`src/hw/rtl/ptlmv_ram.sv`:
```
// Generic single-write, single-read RAM with registered read data.
`timescale 1ns / 1ps
module ptlmv_ram #(
  parameter int WIDTH = 8,
  parameter int DEPTH = 16
) (
  input  logic clk,
  input  logic wr_en,
  input  logic [$clog2(DEPTH)-1:0] wr_addr,
  input  logic [WIDTH-1:0] wr_data,
  input  logic [$clog2(DEPTH)-1:0] rd_addr,
  output logic [WIDTH-1:0] rd_data
);
  logic [WIDTH-1:0] mem [DEPTH];

  always_ff @(posedge clk) begin
    if (wr_en) begin
      mem[wr_addr] <= wr_data;
    end
    rd_data <= mem[rd_addr];
  end
endmodule

```
`config.mk`:
```
export PLATFORM = sky130hd
export DESIGN_NAME = ptlmv_ram
export DESIGN_NICKNAME = d
export VERILOG_FILES = /design/src/hw/rtl/ptlmv_ram.sv
export SDC_FILE = /design/constraint.sdc
export NUM_CORES = 1
export LEC_CHECK = 0
export ABC_AREA = 1
export BUFFER_PORTS_ARGS = -buffer_cell sky130_fd_sc_hd__buf_2
export CORE_MARGIN = 10
export CORE_UTILIZATION = 55
export CTS_CLUSTER_DIAMETER = 60
export CTS_CLUSTER_SIZE = 40
export DETAILED_ROUTE_END_ITERATION = 12
export PLACE_DENSITY = 0.71
export SETUP_SLACK_MARGIN = 0.1
export SYNTH_ARGS = -nofsm -noshare
export SYNTH_HDL_FRONTEND = slang
export SYNTH_SLANG_ARGS = --single-unit
export TNS_END_PERCENT = 5
```
`constraint.sdc`:
```
create_clock -name clk -period 3.4 [get_ports clk]
set_input_delay 0.51 -clock clk [delete_from_list [all_inputs] [get_ports clk]]
set_output_delay 0.51 -clock clk [all_outputs]
set_load 0.1 [all_outputs]
```
# Yosys cells after proc, flatten, opt, wreduce, memory -nomap -nowiden
# Memories as Yosys holds them, arrays and structs flattened. A register that Yosys moved wholly into a read port is not among the register bits.
# Cells that the tools add are included.
word_totals:
  register_bits: 0
  latchBits: 0
  ram_bits: 128
  rom_bits: 0
  inputBits: 18
  out_inout_bits: 8
  elab_cells: 3
  n_memories: 1
op_classes:
  n_addsub: 0
  mul: 0
  n_div: 0
  order_cmp: 0
  n_eq_ne: 0
  shift: 0
  muxes: 2
  bitwise_logic: 0
  n_reduce_logical: 0
mem_list:
  columns: ["memory", "words", "word_bits", "read_ports", "rd_ports_with_merged_regs", "write_ports", "line", "source"]
  rows:
  - ["mem", 16, 8, 1, 1, 1, "14", "logic [WIDTH-1:0] mem [DEPTH];"]
ops:
  columns: ["operator", "count"]
  rows:
  - ["$mux W1", 2]

# Longest topological paths before layout
logic_depth:
  ltp_word: 2
  depth_mapped: 8

# Worst setup path before layout
# No wires, ideal clock.
synth_timing:
  path_type: "input to register"
  startpoint: "input port wr_addr[2]"
  endpoint: "memory mem[10][0], enable pin"
  setup_ps: 370
  arrival_time_ps: 1091
  path_slack_ps: 1939
  stages: 2
  path_buffers: 0
  cell_sequence: "nand3b_1 nor2_1"
synth_rtl:
  columns: ["element", "line", "source"]
  rows:
  - ["from (decl)", "9", "input logic [$clog2(DEPTH)-1:0] wr_addr,"]
  - ["to (decl)", "14", null]
# Straight into the memory's write port.

# Worst setup path after layout
layout_timing:
  startpoint: "register rd_data[6], read port of mem"
  endpoint: "output port rd_data[6]"
layout_rtl:
  columns: ["element", "line", "source"]
  rows:
  - ["from (decl)", "12", "output logic [WIDTH-1:0] rd_data"]
# No word-level cell between the ends.

==> flow_summary.ini <==
[yosys]
synthSimpleGateAreaFrac = 0.210
ys_ff_latch = 136
synthTopCellsByArea = edfxtp_1 67%, nand2_1 11%, nand3_1 8.4%
synth_compound_area_frac = 0
synthCells = 551
synth.distinct_cells = 12
synth.avg_cell_area_um2 = 10.5
synth.area.mux_share = 0
synth_top_family_by_area = simple AND/OR/NAND/NOR gates
yosys_warnings = 0
synth_adder_area_share = 0
synth_top_area_frac = 0.667
synth_nets = 569
mappedNetlistArea_um2 = 5770
synth-xor-area-share = 0
synth.largest_area_cell = edfxtp_1
ys_seq_area_frac = 0.694

[clock_tree]
cts_tree = built
clock_sinks = 136
htreeDepth = 4
clk_pin_slew_worst_paths_ns = 0.06
numCtsBuffers = 17
post_cts_buffers = 0
cts.repair.resized = 0
clockBufferDepth = 2
cts-root-buf = clkbuf_8
clkLatencyLatePin_ns = 0.52
ctsHoldBuffers = 0

[setup_path]
startpoint = rd_data[6]
max_stage_delay_ns = 0.45
path_buf_inv = 1
crit_fanout = 1
rrSetupSlack_ns = 2.33
cp-endpoint = rd_data[6]
crit_chain = buf_2
path_delay_family = buffers and inverters
reg2reg_from = mem[2][2]
r2r_end = rd_data[2]
startpoint_type = register
reg2reg_depth = 6
path_depth = 1
worstPathRequired_ns = 2.89
crit_path_top_delay_cell = buf_2
end_kind = output pin
path_class = reg2out
arrival_ns = 1.34

[cells_and_area]
layout.nets = 592
layout.cell_area.non_filler_um2 = 6590
drive_above_1_share = 0.102
area_growth_pct = 14.2
final_cells = 723
antenna_cells = 0

[timing]
layout_setup_ws_ns = 1.55
timing.fmax_mhz = 541
tns_ns = 0
slew_viol_final = 0
timing.final.crit_share = 0.544
worstMarginPinSlew_ns = 0.984
maxSlewHeadroom = 0.341
hold_viol = 0
skew_ns = 0.00777
rsz0062_at_grt = no
period_needed_ns = 1.85
setup_viol = 0

[global_routing]
grt_max_degree = 65
antenna_found_initial = 0
grt.total_usage = 0.178
grt_pass1_vias = 3666
overflow = 0
grt_pass1_wl_um = 20000

[die]
io_pins = 26
num_rows = 37
start_util = 0.561
die_h_um = 122
die_w_um = 122
dieArea_um2 = 15000
core_area_um2 = 10300

[detailed_routing]
drtPass1Iterations = 6
drcViolationCount = 0
drt_iter0_drc = 518
wl_um = 12900
via_count = 3824
wl_per_cell_um = 17.8
viasPerCell = 5.29
drtAntennaViolNets = 0

[place]
io_buffers = 25
gp_congestion = 0.913
pre_cts_slack_ns = 1.30
place_area_um2 = 5920
hpwl_um = 7760
dp.cells = 691

[pwr]
powerDensity_nw_per_um2 = 644
max-vdd-ir-drop_mv = 0.365
p_leak_nw = 2.86
p_total_w = 0.00425

[outcome]
status = complete, no violations

[flow_run]
maxCapViolCount = 0

[hold_path]
hp-class = in2reg
-- worst reg2reg max path: cells and delay by family, from the launching register on --
family,cells,cell delay [ns]
buffers and inverters,1,0.07
DFF,1,0.36
and+or+nand+nor,5,0.55
-- how the worst min path moves through the flow --
stage                  to  cells past startpoint  slack [ns]        from
6_report       rd_data[7]                      3        0.35  rd_addr[3]
5_1_grt        rd_data[7]                      3        0.36  rd_addr[3]
4_1_cts        rd_data[4]                      3        0.34  rd_addr[3]
3_5_place_dp   rd_data[4]                      6        0.63  mem[14][4]
3_3_place_gp   rd_data[4]                      6        0.64  mem[15][4]
2_1_floorplan  rd_data[0]                      6        0.61  mem[10][0]
-- stage by stage --
step	hold slack [ns]	util
2_1_floorplan	0.607	-
3_3_place_gp	0.636	0.576
3_5_place_dp	0.635	0.576
4_1_cts	0.340	0.641
5_1_grt	0.359	0.641
6_report	0.349	0.641
-- routing by layer --
layer / track usage / routed length, um
met1: 0.236 / 5420
met2: 0.275 / 6150
met3: 0.0473 / 1000
met4: 0.0670 / 294
met5: 0 / 0
-- cell usage after synthesis --
cell      number
buf_1          1
buf_2         13
buf_4          4
buf_6          6
dfxtp_1        8
edfxtp_1     128
inv_1        100
inv_2          2
nand2_1      173
nand3_1       97
nand3b_1       2
nor2_1        17
-- power breakdown --
part | internal [W] | switching, W
registers | 0.00187 | 0.0000128
clock network | 0.00138 | 0.000678
logic | 0.0000599 | 0.000237
-- flip-flops by register name, indices dropped and copies added, names as in the netlist --
signal	cells
rd_data	8
mem	128
-- logic make-up after synthesis --
kind of cell | count (synthesis)
and+or+nand+nor | 289
DFF | 136
buffers and inverters | 126
-- placed cells by master, fill, tap and decap left out --
cell and n:
nand2_1 173, edfxtp_1 128, inv_1 100, nand3_1 97, buf_2 25, nor2_1 17, clkbuf_16 16, dfxtp_1 8
bufinv_16 6, clkinv_4 4, clkbuf_8 3, buf_4 3, inv_2 2, nand3b_1 2, clkbuf_1 2, clkinv_2 1
-- cell type report --
type / count / area [um^2]
multi-input combinational: 289 / 1210
inverter: 102 / 383
clock buffer: 21 / 449
timing repair buffer: 28 / 148
clock inverter: 11 / 220
tap: 136 / 170
sequential: 136 / 4000
fill: 803 / 3690
Note: power is estimated with default switching activity, not from simulation.
