## src/hw/rtl/ptlmv_pkg.sv

```systemverilog
// Package with shared types and constants for the label vote block.
`timescale 1ns / 1ps
package ptlmv_pkg;
  localparam int TRACK_SLOTS = 256;
  localparam int MAX_DEPTH = 16;
  localparam int SLOT_W = $clog2(TRACK_SLOTS);
  localparam int POS_W = $clog2(MAX_DEPTH);
  localparam int CNT_W = $clog2(MAX_DEPTH + 1);
  localparam int ADDR_W = SLOT_W + POS_W;
  localparam int ENTRY_W = 64;
  localparam logic [31:0] UNKNOWN_COLOR = 32'hFF0000FF;
  localparam logic [4:0] RESET_MAX_RECORDS = 5'd10;

  typedef struct packed {
    logic [7:0] track_id;
    logic has_label;
    logic [15:0] label_class;
    logic [15:0] label_confidence;
    logic [31:0] label_color;
  } in_beat_t;

  typedef struct packed {
    logic [15:0] top_class;
    logic [15:0] top_confidence;
    logic [31:0] top_color;
    logic is_unknown;
    logic id_error;
  } out_beat_t;

  // Job passed from the front to the back part.
  typedef struct packed {
    logic [SLOT_W-1:0] slot;
    logic [POS_W-1:0] oldest;
    logic [CNT_W-1:0] cnt;
    logic id_error;
  } job_t;

  typedef enum logic [1:0] {
    FR_CLEAR,
    FR_IDLE,
    FR_LOOK
  } fr_state_t;

  typedef enum logic [2:0] {
    BK_IDLE,
    BK_OUTER,
    BK_INNER,
    BK_FETCH,
    BK_DONE
  } bk_state_t;
endpackage

```

## src/hw/rtl/ptlmv_back.sv

```systemverilog
// Back part: walks one history through the RAM and votes on the winner.
`timescale 1ns / 1ps
module ptlmv_back (
  input  logic clk,
  input  logic rst_n,
  input  logic job_valid,
  output logic job_stall,
  input  ptlmv_pkg::job_t job,
  output logic vote_busy,
  output logic [ptlmv_pkg::SLOT_W-1:0] vote_slot,
  output logic [ptlmv_pkg::ADDR_W-1:0] rd_addr,
  input  logic [ptlmv_pkg::ENTRY_W-1:0] rd_data,
  output logic out_valid,
  input  logic out_stall,
  output ptlmv_pkg::out_beat_t out_data
);
  import ptlmv_pkg::*;

  bk_state_t state_r, state_nxt;
  job_t job_r;
  logic [CNT_W-1:0] i_r, j_r;
  logic [CNT_W-1:0] n_r, best_r;
  logic [15:0] ci_r;
  logic [POS_W-1:0] win_r;
  logic out_valid_r;
  out_beat_t out_r;
  logic [POS_W-1:0] pos;
  logic take;

  // Read address: position i or j of the ring, or the winning entry for the result.
  always_comb begin
    unique case (state_r) inside
      BK_OUTER: pos = job_r.oldest + POS_W'(i_r);
      BK_INNER: pos = job_r.oldest + POS_W'(j_r);
      BK_FETCH, BK_DONE: pos = win_r;
      default:  pos = job_r.oldest;
    endcase
  end
  assign rd_addr = {job_r.slot, pos};

  assign take = job_valid && (state_r == BK_IDLE);
  assign job_stall = !take;
  assign vote_busy = (state_r != BK_IDLE);
  assign vote_slot = job_r.slot;

  // One memory read per cycle; read data lands in the cycle after, tracked by phase flags.
  logic rdv_r;
  logic rd_outer_r;
  logic [CNT_W-1:0] n_fin;

  assign n_fin = (rdv_r && !rd_outer_r && rd_data[15:0] == ci_r) ? n_r + CNT_W'(1) : n_r;

  always_comb begin
    state_nxt = state_r;
    unique case (state_r)
      BK_IDLE: begin
        if (job_valid) begin
          state_nxt = (job.cnt == '0) ? BK_DONE : BK_OUTER;
        end
      end
      BK_OUTER: state_nxt = BK_INNER;
      BK_INNER: begin
        if (j_r >= job_r.cnt) begin
          state_nxt = (i_r + CNT_W'(1) >= job_r.cnt) ? BK_FETCH : BK_OUTER;
        end
      end
      BK_FETCH: state_nxt = BK_DONE;
      BK_DONE: begin
        if (!out_valid_r || !out_stall) begin
          state_nxt = BK_IDLE;
        end
      end
      default: state_nxt = BK_IDLE;
    endcase
  end

  always_ff @(posedge clk) begin
    if (!rst_n) begin
      state_r <= BK_IDLE;
      out_valid_r <= 1'b0;
      rdv_r <= 1'b0;
    end else begin
      state_r <= state_nxt;
      rdv_r <= (state_r == BK_OUTER) || (state_r == BK_INNER && j_r < job_r.cnt);
      if (state_r == BK_DONE && (!out_valid_r || !out_stall)) begin
        out_valid_r <= 1'b1;
      end else if (!out_stall) begin
        out_valid_r <= 1'b0;
      end
    end
  end

  always_ff @(posedge clk) begin
    rd_outer_r <= (state_r == BK_OUTER);
    if (take) begin
      job_r <= job;
      i_r <= '0;
      best_r <= '0;
      win_r <= job.oldest;
    end
    if (state_r == BK_OUTER) begin
      j_r <= i_r + CNT_W'(1);
      n_r <= '0;
    end
    if (state_r == BK_INNER) begin
      if (j_r < job_r.cnt) begin
        j_r <= j_r + CNT_W'(1);
      end else begin
        i_r <= i_r + CNT_W'(1);
      end
    end
    // Capture the class of entry i.
    if (rdv_r && rd_outer_r) begin
      ci_r <= rd_data[15:0];
    end
    if (rdv_r && !rd_outer_r) begin
      n_r <= n_fin;
    end
    // Close entry i in the cycle its last comparison lands.
    if (state_r == BK_INNER && j_r >= job_r.cnt) begin
      if (n_fin >= best_r) begin
        best_r <= n_fin;
        win_r <= job_r.oldest + POS_W'(i_r);
      end
    end
    if (state_r == BK_DONE && (!out_valid_r || !out_stall)) begin
      if (job_r.cnt == '0) begin
        out_r <= '{16'd0, 16'd0, UNKNOWN_COLOR, 1'b1, job_r.id_error};
      end else begin
        out_r <= '{rd_data[15:0], rd_data[31:16], rd_data[63:32], 1'b0, 1'b0};
      end
    end
  end

  assign out_valid = out_valid_r;
  assign out_data = out_r;

`ifndef SYNTHESIS
  a_err_unknown: assert property (@(posedge clk) disable iff (!rst_n)
    out_valid && out_data.id_error |-> out_data.is_unknown)
    else $error("id error without unknown");
  a_idle_take: assert property (@(posedge clk) disable iff (!rst_n)
    take |=> state_r != BK_IDLE)
    else $error("job taken but back part idle");
  a_count_bound: assert property (@(posedge clk) disable iff (!rst_n)
    state_r != BK_IDLE |-> job_r.cnt <= CNT_W'(MAX_DEPTH))
    else $error("history count beyond depth");
`endif
endmodule

```

## config.mk

```make
export PLATFORM = sky130hd
export DESIGN_NAME = ptlmv_back
export DESIGN_NICKNAME = d
export VERILOG_FILES = /design/src/hw/rtl/ptlmv_pkg.sv /design/src/hw/rtl/ptlmv_back.sv
export SDC_FILE = /design/constraint.sdc
export NUM_CORES = 1
export LEC_CHECK = 0
export ABC_AREA = 1
export BUFFER_PORTS_ARGS = -buffer_cell sky130_fd_sc_hd__buf_2
export CELL_PAD_IN_SITES_DETAIL_PLACEMENT = 1
export CELL_PAD_IN_SITES_GLOBAL_PLACEMENT = 2
export CORE_MARGIN = 2
export CORE_UTILIZATION = 32
export CTS_CLUSTER_SIZE = 8
export DETAILED_ROUTE_END_ITERATION = 7
export GPL_ROUTABILITY_DRIVEN = 0
export GPL_TIMING_DRIVEN = 0
export PLACE_DENSITY = 0.86
export SYNTH_ARGS = -nofsm -noshare
export SYNTH_HDL_FRONTEND = slang
export SYNTH_SLANG_ARGS = --single-unit
export TNS_END_PERCENT = 30
```

## constraint.sdc

```tcl
create_clock -name clk -period 6.1 [get_ports clk]
set_input_delay 0.305 -clock clk [delete_from_list [all_inputs] [get_ports clk]]
set_output_delay 0.305 -clock clk [all_outputs]
set_load 0.01 [all_outputs]
```

# After elaboration in Yosys (flattened, before gate mapping)
# Index checks and enable logic that the tools add are counted.
dict set report word_totals {
  register_bits 130
}
dict set report classes {
  n_eq_ne 9
  addsub 5
  order_cmp 4
  n_mux 25
  n_reduce_logical 20
}
# cell n
set op_table {}
lappend op_table {{$mux W5} 12}
lappend op_table {{$eq A16 B16 Y1} 1}
lappend op_table {{$add A5 B1 Y5 const B} 3}
lappend op_table {{$ge A5 B5 Y1} 3}
lappend op_table {{$pmux W3 S5} 1}
lappend op_table {{$mux W3} 4}
lappend op_table {{$mux W4} 3}
lappend op_table {{$pmux W4 S3} 1}
lappend op_table {{$logic_not A5 Y1} 2}
lappend op_table {{$add A4 B4 Y4} 2}
lappend op_table {{$logic_and A1 B1 Y1} 7}
lappend op_table {{$eq A3 B2 Y1 const B} 2}
lappend op_table {{$ne A2 B2 Y1 const B} 3}
lappend op_table {{$lt A5 B5 Y1} 1}
lappend op_table {{$logic_not A1 Y1} 4}
lappend op_table {{$mux W2} 2}
lappend op_table {{$eq A3 B1 Y1 const B} 1}
lappend op_table {{$eq A3 B3 Y1 const B} 1}
lappend op_table {{$logic_not A3 Y1} 1}
lappend op_table {{$reduce_and A3 Y1} 1}
lappend op_table {{$reduce_bool A3 Y1} 1}
lappend op_table {{$logic_or A1 B1 Y1} 2}
lappend op_table {{$mux W1} 2}
lappend op_table {{$ne A2 B1 Y1 const B} 1}
lappend op_table {{other kinds (2)} 2}

# Logic depth before layout (Yosys ltp)
# Gate-level depths: netlist of the first run.
dict set report logic_depth {
  ltp_word 7
  ltp_mapped 20
  mapped_depth_nobuf 20
}

# Least setup slack after synthesis of the first run
# Ideal clock, no wire load.
dict set report synth_timing {
  kind {reg2reg}
  startpoint {register state_r[1]}
  endpoint {register out_r (netlist bit out_data[0]) (enable)}
  period_less_slack_ns 4.408
  slack_ns 1.692
  n_path_buf 0
  arrival_time_ns 3.896
  path_stages_with_launch 4
  setup_ns 0.512
  cell_sequence {dfxtp_1 > nor2_2 > nand2_2 > a21oi_1}
}
dict set report synth_between {
  elab_chain_cells 2
}
# item line
set synth_lines {}
lappend synth_lines {{start, declared} ptlmv_back.sv:19} ;# bk_state_t state_r, state_nxt;
lappend synth_lines {{start signal, assigned} ptlmv_back.sv:83} ;# state_r <= state_nxt;
lappend synth_lines {{$eq A3 B3 Y1} ptlmv_back.sv:126} ;# if (state_r == BK_DONE && (!out_valid_r || !out_stall)) begin
lappend synth_lines {{$logic_and A1 B1 Y1} ptlmv_back.sv:126}
lappend synth_lines {{end signal, assigned} ptlmv_back.sv:128} ;# out_r <= '{16'd0, 16'd0, UNKNOWN_COLOR, 1'b1, job_r.id_error};
lappend synth_lines {{end signal, assigned} ptlmv_back.sv:130} ;# out_r <= '{rd_data[15:0], rd_data[31:16], rd_data[63:32], 1'b0, 1'b0};
lappend synth_lines {{end, declared} ptlmv_back.sv:26} ;# out_beat_t out_r;
# Every way passes these cells.
# A chain may end at the register's enable or synchronous reset.

# Worst setup path in the final report of the first run
dict set report layout_timing {
  startpoint {register ci_r[0]}
  endpoint {register best_r[3]}
}
dict set report layout_between {
  elab_chain_cells 6
}
# item line
set layout_lines {}
lappend layout_lines {{start, declared} ptlmv_back.sv:23} ;# logic [15:0] ci_r;
lappend layout_lines {{start signal, assigned} ptlmv_back.sv:114} ;# ci_r <= rd_data[15:0];
lappend layout_lines {{$eq A16 B16 Y1} ptlmv_back.sv:51} ;# assign n_fin = (rdv_r && !rd_outer_r && rd_data[15:0] == ci_r) ? n_r + CNT_W'(1) : n_r;
lappend layout_lines {{$logic_and A1 B1 Y1} ptlmv_back.sv:51}
lappend layout_lines {{$mux W5} ptlmv_back.sv:51}
lappend layout_lines {{net n_fin[2]} ptlmv_back.sv:49} ;# logic [CNT_W-1:0] n_fin;
lappend layout_lines {{$ge A5 B5 Y1} ptlmv_back.sv:121} ;# if (n_fin >= best_r) begin
lappend layout_lines {{$mux W5} ptlmv_back.sv:121}
lappend layout_lines {{$mux W5} ptlmv_back.sv:120} ;# if (state_r == BK_INNER && j_r >= job_r.cnt) begin
lappend layout_lines {{end signal, assigned} ptlmv_back.sv:122} ;# best_r <= n_fin;
lappend layout_lines {{end, declared} ptlmv_back.sv:22} ;# logic [CNT_W-1:0] n_r, best_r;
# The timed path passes the listed nets, and every way through them passes these cells.

==> results by group, run 1 <==
Clock network
  – Clk sinks: 130
  – CTS tree: built
  – CTS Root Buffer Type: clkbuf_16
  – Inserted Clock Buffers: 17
  – Hold-fix buffers at CTS: 0
  – H-Tree Level Count: 4
  – Clk slew on worst S/H paths: 0.06 ns
  – Clock buffer depth: 2
  – Worst-Skew Late Latency: 0.42 ns
  – Post-CTS repair timing setup buffer count: 0
  – Post-cts sizing count: 0

Critical path
  – Worst endpoint data arrival time: 3.04 ns
  – Worst Path Required: 6.46 ns
  – Worst r2r dst: best_r[3]$_DFF_P_
  – CP Class: reg2reg
  – Crit start category: flip-flop
  – Setup crit end kind: flip-flop
  – Reg-to-reg startpoint: ci_r[0]$_DFFE_PP_
  – R2r setup slk: 3.42 ns
  – Worst r2r path cells: 18
  – CP Max Fanout: 10

Layout
  – Most frequent cells in the layout: nand2_1, buf_2, inv_1, edfxtp_1, nor2_1
  – Final instance area: 0.00819 sq mm
  – Area Overhead vs Synth: 28.2%
  – Fill count: 2329
  – Commonest non-fill, non-tap cell in the layout: nand2_1
  – Nets@finish: 971
  – # diodes: 0
  – Share of layout cells above drive strength 1: 32.5%

Timing
  – RSZ-0062 raised after global routing: false
  – Slew Viols, Final: 0
  – Setup TNS Final: 0 ns
  – Tightest Pin Transition: 0.659 ns
  – Post-route minimum period: 2.68 ns
  – Fin Hold WS: 0.0590 ns
  – Slew margin rel.: 56.0%
  – Max Freq: 373 MHz
  – Final hold violations: 0
  – Crit share post-route: 43.9%
  – Clock skew: 0.00755 ns
  – Final setup viols: 0

Synth
  – Mapped Cells: 664
  – Syn Std Cell Area: 0.00639 sq mm
  – Syn Nets: 776
  – Library cells used by synthesis: 40
  – Syn avg cell area: 9.63 sq um
  – Synth warn: 0
  – Post-synthesis sequential area ratio: 57.2%
  – Synthesized flop and latch total: 130

Place
  – Post-DP HPWL: 11700 um
  – Dpl cell area: 0.00764 sq mm
  – # port buffers: 174

Floorplanning
  – Row Count: 51
  – Core box area: 0.0195 sq mm
  – Full die area: 0.0211 sq mm
  – Initial Util: 32.7%
  – # IOs: 175
  – Die extent in y: 145 um
  – Die width: 145 um

Global route
  – First-pass GRT wire length: 25300 um
  – GRT Util Overall: 15.0%
  – Grt ovf: 0
  – Largest net degree at the start of global routing: 31
  – Initial antenna violation count: 0
  – Vias in the first global route: 5047

Hold path
  – Worst hold stages: 1
  – Hold worst-path end: vote_slot[6]$_DFFE_PP_
  – HP Class: in2reg
  – HP Start: job[16]

Pwr
  – Leak pwr: 4.05 nW
  – Power per cell area: 427 mW/mm^2
  – Worst VDD drop: 0.220 mV

Job
  – MaxCap Viol Count: 0

Routing
  – Routed WL: 15200 um
  – Initial DRT Pass Iterations: 4
  – Remaining DRCs: 0
  – Via count: 4891
  – Drt via density: 4.30
  – Antenna Nets Post-Route: 0
  – WL/cell: 13.4 um
  – Initial DRC count: 209

Status
  – Status: completed
## layout make-up
type	count	area, sq um	area share, %
Tap cell	265	332	4.05
Inverter	135	514	6.28
Timing Repair Buffer	176	911	11.1
Sequential cell	130	3650	44.6
Buffer	24	166	2.03
Multi-Input combinational cell	375	2070	25.3
Clock buffer	19	433	5.29
Clock inverter	13	113	1.37
## how the worst max path moves through the flow
stage                                  from                    endpoint  slack [ns]  cells past startpoint
detailed placement               rd_data[0]           best_r[3]$_DFF_P_        3.38                     20
global route              ci_r[0]$_DFFE_PP_           best_r[3]$_DFF_P_        3.13                     18
global placement    state_r[1]$_SDFFE_PN0P_  out_data[57]$_SDFFCE_PP0P_        0.08                      3
finish                    ci_r[0]$_DFFE_PP_           best_r[3]$_DFF_P_        3.42                     18
CTS                       ci_r[0]$_DFFE_PP_           best_r[3]$_DFF_P_        3.39                     18
floorplan           state_r[1]$_SDFFE_PN0P_   out_data[0]$_SDFFCE_PN0P_        1.69                      3
## through the flow
stage / util, % / worst slack (ns) / instances / power [mW]
global placement: 38.9 / 0.0803 / 1103 / 2.56
detailed placement: 39.2 / 3.38 / 1105 / 2.59
global route: 41.9 / 3.13 / 1137 / 3.75
CTS: 41.9 / 3.39 / 1137 / 3.56
floorplan: - / 1.69 / 664 / 2.18
finish: 41.9 / 3.42 / 1137 / 3.50
## sequential cells by signal, summed over array words and instances (netlist names)
name        count
out_data       66
ci_r           16
job_r          10
vote_slot       8
best_r          5
i_r             5
j_r             5
n_r             5
win_r           4
state_r         3
out_valid       1
rd_outer_r      1
rdv_r           1
## per-layer routing
layer / vias to the layer above / share of wire, % / track usage (%)
li1: 2473 / - / -
met1: 2295 / 42 / 17.9
met2: 99 / 52 / 26.1
met3: 24 / 3.7 / 3.55
met4: 0 / 2.2 / 5.88
met5: - / 0 / 0
## kinds of logic after synthesis
logic type	Yosys count	share of synthesized area (%)
xor gates and xnor gates	14	1.92
AOI/OAI and AO/OA	42	3.84
and+or+nand+nor	293	21.1
buffers and inverters	159	10.7
DFF	130	57.2
adders and majority gates	26	5.33
## critical path: stages, from the launching register on
cell and delay [ns]:
edfxtp_1 0.40, nand2_1 0.09, nand2_1 0.09, nor2_1 0.13
nand2_1 0.07, nor2_2 0.22, nand4_1 0.17, nand2_1 0.14
inv_1 0.05, ha_1 0.31, nand2_1 0.07, inv_1 0.03
o21ai_0 0.14, nand3_1 0.11, a21oi_2 0.23, nor2_8 0.09
inv_4 0.14, nand2_1 0.07, nand2_1 0.07
## power by group
part,switching (mW),leakage (nW),internal [mW]
sequential,0.126,1.17,1.23
clock,0.392,0.253,0.558
combinational,0.734,2.62,0.459
## Yosys cell counts, drive strengths merged
cell / count / area share (%)
buf: 23 / 2.5
a21o: 1 / 0.12
o22ai: 2 / 0.29
a31oi: 2 / 0.20
fa: 2 / 0.63
and3: 1 / 0.098
or2: 16 / 1.6
a22oi: 2 / 0.23
nand4: 8 / 0.78
xnor2: 7 / 0.96
clkbuf: 1 / 0.059
nand3: 24 / 2.2
nor3: 5 / 0.82
o211ai: 2 / 0.23
dfxtp: 25 / 7.8
nand2: 194 / 12
o21ai: 19 / 1.5
edfxtp: 105 / 49
nor2: 45 / 3.8
xor2: 7 / 0.96
ha: 24 / 4.7
a21oi: 14 / 1.2
inv: 135 / 8.0
Power figures use the tool's default switching activity.
==> inputs of run 2 (changes only) <==
- ABC_AREA: 1 -> 0
- CORE_UTILIZATION: 32 -> 34
- PLACE_DENSITY: 0.86 -> 0.85
- clock period: 6.1 -> 2.7 ns (I/O delays scaled with it)
==> run 2 against run 1 <==
Setup slack worse by 3.5 ns. The flow now finishes with violations (setup timing). Clock skew is 0.0016 ns higher. First-iteration DRC count is 26% lower. Sequential share of layout area is 2.0 points lower. Utilization is 7.8 points higher. Register-to-register slack worse by 3.5 ns. Clock power is 140% higher.
==> results by group, run 2 <==
Layout
  – Area Overhead vs Synth: 43.2%
  – Nets@finish: 831 (-14%)
  – Share of layout cells above drive strength 1: 40.8% (+8.4 points)
  – Final instance area: 0.00858 sq mm (+4.7%)
  – Fin cells: 958 (-16%)
  – Most frequent cells in the layout: buf_2, edfxtp_1, dlygate4sd3_1, nor2b_1, buf_4
  – Number of flip-flops under the largest register name: 66 (unchanged)
  – Commonest non-fill, non-tap cell in the layout: buf_2

Status
  – Status: finished, violations left
  – Failing checks: setup timing

Critical path
  – Worst path cell trace: xnor2_1 > nand4_1 > nor3_4 > nand2_2 > xor2_2 > ha_1 > nor2b_1 > o21ai_2 > nand3_2 > a21oi_4 > buf_12 > mux2_4
  – R2r setup slk: -0.03 ns (-3.45 ns)
  – Worst r2r dst: win_r[0]$_DFF_P_
  – CP Max Fanout: 8 (-2)
  – Worst Path Required: 3.01 ns (-3.45 ns)
  – Crit path launch: ci_r[1]$_DFFE_PP_
  – Crit start category: flip-flop
  – CP Class: reg2reg
  – Worst r2r path cells: 12 (-6)
  – Critical path buffers and inverters: 1 (-2)
  – CP top delay family: simple AND/OR/NAND/NOR gates
  – Setup crit end kind: flip-flop
  – Reg-to-reg startpoint: ci_r[1]$_DFFE_PP_
  – Worst path slowest cell: edfxtp_1
  – Worst endpoint data arrival time: 3.04 ns (about the same)
  – Slowest stage delay, CP: 0.39 ns (about the same)

Floorplanning
  – Initial Util: 34.8% (+2.0 points)
  – Die width: 137 um (-5.9%)
  – Core box area: 0.0172 sq mm (-12%)
  – Full die area: 0.0187 sq mm (-11%)
  – Row Count: 48 (-5.9%)
  – # IOs: 175 (unchanged)
  – Die extent in y: 137 um (-5.9%)

Pwr
  – Worst VDD drop: 0.463 mV (+110%)
  – Tot Pwr: 6.08 mW (+74%)
  – Power per cell area: 709 mW/mm^2 (+66%)
  – Leak pwr: 3.57 nW (-12%)

Clock network
  – Clk slew on worst S/H paths: 0.06 ns (about the same)
  – CTS Root Buffer Type: clkbuf_16
  – Clk sinks: 130 (unchanged)
  – Inserted Clock Buffers: 17 (unchanged)
  – Worst-Skew Late Latency: 0.42 ns (about the same)
  – H-Tree Level Count: 4 (unchanged)
  – CTS tree: built
  – Clock buffer depth: 2 (unchanged)

Routing
  – Initial DRT Pass Iterations: 4 (unchanged)
  – Antenna Nets Post-Route: 0 (unchanged)
  – Drt via density: 4.68 (+8.9%)
  – Remaining DRCs: 0 (unchanged)
  – WL/cell: 17.2 um (+29%)
  – Via count: 4486 (-8.3%)
  – Routed WL: 16500 um (+8.4%)
  – Initial DRC count: 154 (-26%)

Synth
  – Most common cell in the netlist: edfxtp_1
  – Most frequent cells after synthesis: edfxtp_1, nor2b_1, dfxtp_1
  – Share of the synthesized area in the top cell type: 52.6% (+3.3 points)
  – Number of synthesized flops with an enable pin: 105 (unchanged)
  – Async set or reset register ratio after synthesis: 0% (unchanged)
  – Syn avg cell area: 13.1 sq um (+36%)
  – Mapped Cells: 457 (-31%)
  – Synth Flop Type: edfxtp_1
  – Yosys top cell by area: edfxtp_1
  – Post-synthesis sequential area ratio: 61.0% (+3.8 points)
  – Syn Std Cell Area: 0.00599 sq mm (-6.2%)
  – Syn Nets: 569 (-27%)
  – Library cells used by synthesis: 55 (+38%)
  – Area contributors post-synth: edfxtp_1, dfxtp_1, nor2b_1, ha_1, xnor2_1
  – Synth warn: 0 (unchanged)
  – Synthesized flop and latch total: 130 (unchanged)

Place
  – # port buffers: 174 (unchanged)
  – Cells after DPL: 858 (-22%)
  – Post-DP HPWL: 11600 um (-0.46%)
  – Dpl cell area: 0.00720 sq mm (-5.9%)
  – Dpl ws: -0.421 ns (-3.80 ns)

Timing
  – Max Freq: 366 MHz (-1.9%)
  – Setup WS post-layout: -0.0289 ns (-3.45 ns)
  – Tightest Pin Transition: 0.841 ns (+0.181 ns)
  – Post-route minimum period: 2.73 ns (+0.0509 ns)
  – Final setup viols: 2 (+2)
  – Crit share post-route: 101% (+57 points)
  – Setup TNS Final: -0.0567 ns (-0.0567 ns)
  – RSZ-0062 raised after global routing: true
  – Clock skew: 0.00920 ns (+0.00165 ns)
  – Slew Viols, Final: 0 (unchanged)
  – Slew margin rel.: 43.9% (-12 points)
  – Final hold violations: 0 (unchanged)

Job
  – MaxCap Viol Count: 0 (unchanged)

Global route
  – Vias in the first global route: 4907 (-2.8%)
  – Grt ovf: 0 (unchanged)
  – GRT Util Overall: 18.5% (+3.5 points)
  – First-pass GRT wire length: 25700 um (+1.8%)
  – Largest net degree at the start of global routing: 31 (unchanged)
  – Initial antenna violation count: 1 (+1)

Hold path
  – HP Class: in2reg
  – HP Start: rd_data[19]
  – Worst hold stages: 2 (+1)
  – Hold worst-path end: out_data[37]$_SDFFCE_PP0P_
run 2: cell count changes after synthesis, sizes merged, moves of 6 or more:
cell and change:
nand2 -170, inv -110, nor2b +51, nor2 -28, xnor2 +14, mux2i +13, nand3 -8, mux2 +6
run 2: worst reg2reg max path: cells and delay by family (launching register included):
| family | cells | cell delay [ns] |
|---|---|---|
| compound gates | 2 | 0.31 |
| buf+inv | 1 | 0.15 |
| simple gates | 5 | 0.80 |
| flops | 1 | 0.39 |
| fa+ha+maj | 1 | 0.30 |
| mux | 1 | 0.30 |
| xor+xnor | 2 | 0.38 |
run 2: cells by family after synthesis:
group	after synthesis	share of synthesized area, %
AND/OR/NAND/NOR	148	14.5
flip-flops	130	61.0
buffers and inverters	53	5.01
AO/OA/AOI/OAI	49	5.30
XOR/XNOR	30	4.39
adder cells (fa/ha/maj)	26	5.68
multiplexers	21	4.18
run 2: what timing repair did:
item / CTS / global route
hold buffers: 58 / 1
hold endpoints to repair: 59 / 1
setup endpoints to repair: 10 / 11
setup buffers: 7 / 1
resized for setup: 15 / 9
pin swaps: 15 / 18
run 2: per-stage QoR:
stage	hold WS, ns	utilization [%]
finish	0.0225	49.8
global route	0.00801	49.8
CTS	-0.0757	49.4
detailed placement	0.314	41.7
global placement	0.314	41.5
floorplan	0.234	-
run 2: where the power goes:
part           switching [mW]  internal (mW)  leakage (nW)
clock                   0.930           1.38         0.286
combinational           0.635          0.607          2.12
sequential              0.173           2.35          1.17
total                    1.74           4.34          3.57
run 2: worst max path at each step:
stage          cells past startpoint                          to
2_1_floorplan                     12            win_r[0]$_DFF_P_
3_3_place_gp                       4  out_data[55]$_SDFFCE_PP0P_
3_5_place_dp                      12            win_r[0]$_DFF_P_
4_1_cts                           13            win_r[0]$_DFF_P_
5_1_grt                           13            win_r[1]$_DFF_P_
6_report                          12            win_r[0]$_DFF_P_
run 2: metal layers:
layer	global-route usage (%)	up-vias	share of wire, %
li1	-	2127	-
met1	20.5	2177	40
met2	33.9	151	52
met3	4.33	31	6.5
met4	7.75	0	2.4
met5	0	-	0
run 2: area by class of cell:
| class | instances | area (sq um) |
|---|---|---|
| flip-flops and latches | 130 | 3660 |
| fillers | 1851 | 8660 |
| multi-input cells | 274 | 2170 |
| repair buffers | 243 | 1570 |
| diodes | 1 | 2.50 |
| plain buffers | 28 | 206 |
| clock inverters | 15 | 169 |
| inverters | 25 | 93.8 |
| clock buffers | 17 | 425 |
| well taps | 225 | 282 |
